## config.mk

```make
export PLATFORM = sky130hd
export DESIGN_NAME = taop_mul
export DESIGN_NICKNAME = d
export VERILOG_FILES = /design/src/rtl/taop_pkg.sv /design/src/rtl/taop_mul.sv
export SDC_FILE = /design/constraint.sdc
export NUM_CORES = 2
export LEC_CHECK = 0
export CORE_ASPECT_RATIO = 1.4
export CORE_MARGIN = 5
export CORE_UTILIZATION = 50
export DETAILED_ROUTE_END_ITERATION = 12
export DONT_BUFFER_PORTS = 1
export PLACE_DENSITY_LB_ADDON = 0.1
export SETUP_SLACK_MARGIN = 0.15
export SYNTH_ARGS = -nofsm -noshare
export SYNTH_HDL_FRONTEND = slang
export SYNTH_SLANG_ARGS = --single-unit
```

## constraint.sdc

```tcl
create_clock -name i_clk -period 6.9 [get_ports i_clk]
set_input_delay 0.345 -clock i_clk [delete_from_list [all_inputs] [get_ports i_clk]]
set_output_delay 0.345 -clock i_clk [all_outputs]
set_load 0.02 [all_outputs]
```

## src/rtl/taop_pkg.sv

```systemverilog
package taop_pkg;

    localparam int MAX_STEPS = 64;
    localparam int PRICE_W   = 32;
    localparam int NODE_CNT  = 2 * MAX_STEPS + 1;
    localparam int ADDR_W    = $clog2(NODE_CNT);
    localparam int STEP_W    = 7;
    localparam int PROD_W    = 2 * PRICE_W;

    localparam logic [2:0] CFG_PROB_UP   = 3'd0;
    localparam logic [2:0] CFG_PROB_MID  = 3'd1;
    localparam logic [2:0] CFG_PROB_DOWN = 3'd2;
    localparam logic [2:0] CFG_DISCOUNT  = 3'd3;
    localparam logic [2:0] CFG_UP        = 3'd4;
    localparam logic [2:0] CFG_DOWN      = 3'd5;
    localparam logic [2:0] CFG_STEPS     = 3'd6;

    typedef logic [PRICE_W-1:0] t_price;

    // multiplier operand pair
    typedef struct packed {
        t_price a;
        t_price b;
    } t_mul_req;

    // payoff of exercising now
    function automatic t_price f_intrinsic(input t_price s, input t_price k,
                                           input logic put);
        t_price r;
        r = '0;
        if (put) begin
            if (k > s) r = k - s;
        end else begin
            if (s > k) r = s - k;
        end
        return r;
    endfunction

endpackage

```

## src/rtl/taop_mul.sv

```systemverilog
module taop_mul
    import taop_pkg::*;
(
    input  logic              i_clk,
    input  t_mul_req          i_req,
    output logic [PROD_W-1:0] o_prod
);

    logic [PROD_W-1:0] r_prod;

    always_ff @(posedge i_clk) begin
        r_prod <= PROD_W'(i_req.a) * PROD_W'(i_req.b);
    end

    assign o_prod = r_prod;

endmodule
```

==> flow_summary.yaml <==
outcome:
  outcome: "finished clean"
cts:
  numCtsBuffers: 9
  cts_tree: "done"
  clk_pin_slew_worst_paths_ns: 0.06
  cts_num_sinks: 64
  clk_path_buf_depth: 2
  h-tree-depth: 3
  cts-root-buf: "clkbuf_16"
timing:
  rsz0062_at_grt: "yes"
  hold_viol: 0
  fmax_mhz: 146
  setup_viol: 0
  period_share_pct: 99.0
  period_minus_slack_ns: 6.83
  slew_headroom_pct: 60.6
  tightest_slew_ns: 0.585
  drv_slew: 0
worst_setup_path:
  crit_buf_inv: 3
  critPathSlowestCell: "fa_1"
  crit_family: "adder cells"
  cp_max_fo: 32
  path_depth: 22
  cp-end-kind: "register"
  crit_arrival_ns: 7.12
  critPathKind: "input port to register"
  crit_chain: "and2_1, fa_1, inv_1, fa_1, fa_1, fa_1, inv_1, fa_1, fa_1, fa_1, fa_1, ha_1, buf_4, a21oi_1, o21bai_1, a21oi_1, o21a_1, o221ai_2, a21o_1, a221o_1, a41oi_2, xnor2_1"
  start_kind: "input port"
  cp_slowest_stage_delay_ns: 0.62
  cp.required_ns: 7.19
  path_common_cell: "fa_1"
synthesis:
  async_flop_share_pct: 0
  synth_area_leader_cell: "fa_1"
  synth-edff-count: 0
  yosys-top-cells-count: "fa_1 (896), inv_1 (865), and2_1 (602), nand2_1 (480), ha_1 (263)"
  synth-seq-cells: 64
  yosysMostFrequentCell: "fa_1"
  synth_top_area_share_pct: 51.7
  synth_cell_types: 57
  synth.avg_cell_area_um2: 9.25
  seq_area_frac_synth_pct: 3.69
  ys.warnings.count: 0
  yosys-top-cells-area: "fa_1 (52%), and2_1 (11%), ha_1 (9.5%), inv_1 (9.4%), nand2_1 (5.2%)"
  synthCells: 3748
  synth_flop_cell: "dfxtp_1"
  syn_area_mm2: 0.0347
  syn-num-nets: 4972
place:
  hpwl_um: 84000
  portBuffers: 0
  dp_cells: 4556
  gp_congestion: 0.903
  postPlaceCellArea_mm2: 0.0358
floorplanning:
  die_w_um: 233
  start_util_pct: 50.3
  ioPinCount: 129
  rows: 114
  core_mm2: 0.0689
  die_h_um: 322
  die_area_mm2: 0.0748
detailed_routing:
  vias_per_cell: 5.46
  vias: 25000
  drt-pass1-iter-count: 5
  antenna_left: 0
  wl_um: 106000
  drc_errors: 0
  wl_per_cell_um: 23.1
  drtIter0Drc: 1159
layout:
  largest_reg_flops: 64
  seq_area_mm2: 0.00128
  area_growth_pct: 5.47
  stdcell_area_mm2: 0.0366
  drive_above_1_share_pct: 6.08
  multi_input_area_mm2: 0.0298
  final_cells: 4580
  fill_cells: 6451
  final_core_util_pct: 53.1
  fin_nets: 4870
global_route:
  grt_pass1_wl_um: 166000
  gr-total-overflow: 0
  grt_pass1_vias: 29500
  antenna_found_initial: 0
  grt_start_max_net_pins: 33
  grt_use_total_pct: 29.2
min_path:
  min_path_cells: 1
  min_path_type: "input port to register"
run:
  drv_cap: 0
## area by class of cell
| class | count | share of cell area [%] |
|---|---|---|
| Clock inverter | 6 | 0.164 |
| Timing Repair Buffer | 107 | 2.28 |
| Inverter | 865 | 8.88 |
| Tap cell | 928 | 3.17 |
| Sequential cell | 64 | 3.50 |
| Antenna cell | 1 | 0.00684 |
| Multi-Input combinational cell | 2599 | 81.4 |
| Clock buffer | 10 | 0.626 |
## routing by layer
metal | track usage (%) | part of all wire [%] | wire (um) | up-vias
li1 | - | - | - | 10600
met1 | 29.3 | 32 | 33700 | 13200
met2 | 55.1 | 54 | 57700 | 807
met3 | 3.62 | 4.4 | 4620 | 348
met4 | 20.9 | 9.3 | 9890 | 0
met5 | 0 | 0 | 0 | -
## logic make-up (layout without fill, tap and decap cells)
group,after synthesis,in the layout,synth area share (%)
other,0,1,0
AO/OA/AOI/OAI,202,202,4.15
XOR/XNOR,60,60,1.52
AND/OR/NAND/NOR,1177,1177,17.6
flip-flops,64,64,3.69
adder cells (fa/ha/maj),1159,1159,61.2
multiplexers,1,1,0.0289
buffers and inverters,1085,988,11.8
## cell usage in the layout, fill, tap and decap left out, drive strengths merged, types with 4 or more instances in the layout
cell    Yosys  routed
o21ai      26      26
inv       865     865
nor3        7       7
o21a        9       9
a21o       40      40
nand2     480     480
dfxtp      64      64
a221o       4       4
a221oi      4       4
fa        896     896
a21oi      66      66
xnor2      35      35
xor2       25      25
o21bai     11      11
buf         7     107
and2      602     602
o31ai       5       5
ha        263     263
and3       14      14
nand4      23      23
clkbuf    213      10
nand3      10      10
a31oi      12      12
nor2       20      20
## repair_timing
item	CTS	global route
buffers inserted	1	6
resized for setup	16	64
hold buffers	0	0
endpoints found under the setup margin	11	23
pin swaps	10	58
endpoints found under the hold margin	0	0
## final timing paths
check  slack (ns)                 end       from
max          0.07  o_prod[60]$_DFF_P_  i_req[50]
min          0.11   o_prod[0]$_DFF_P_  i_req[32]
## metrics by stage
step           hold WS [ns]  worst slack (ns)  setup TNS [ns]
2_1_floorplan         0.472            0.0261               0
3_3_place_gp          0.480            -0.351           -3.42
3_5_place_dp          0.485            -0.409           -5.05
4_1_cts               0.101            0.0755               0
5_1_grt               0.109            -0.175          -0.488
6_report              0.114            0.0714               0
Power is left out: the tool's default activity adds up to more than one toggle a clock period on the data nets, which glitch-free logic cannot reach.
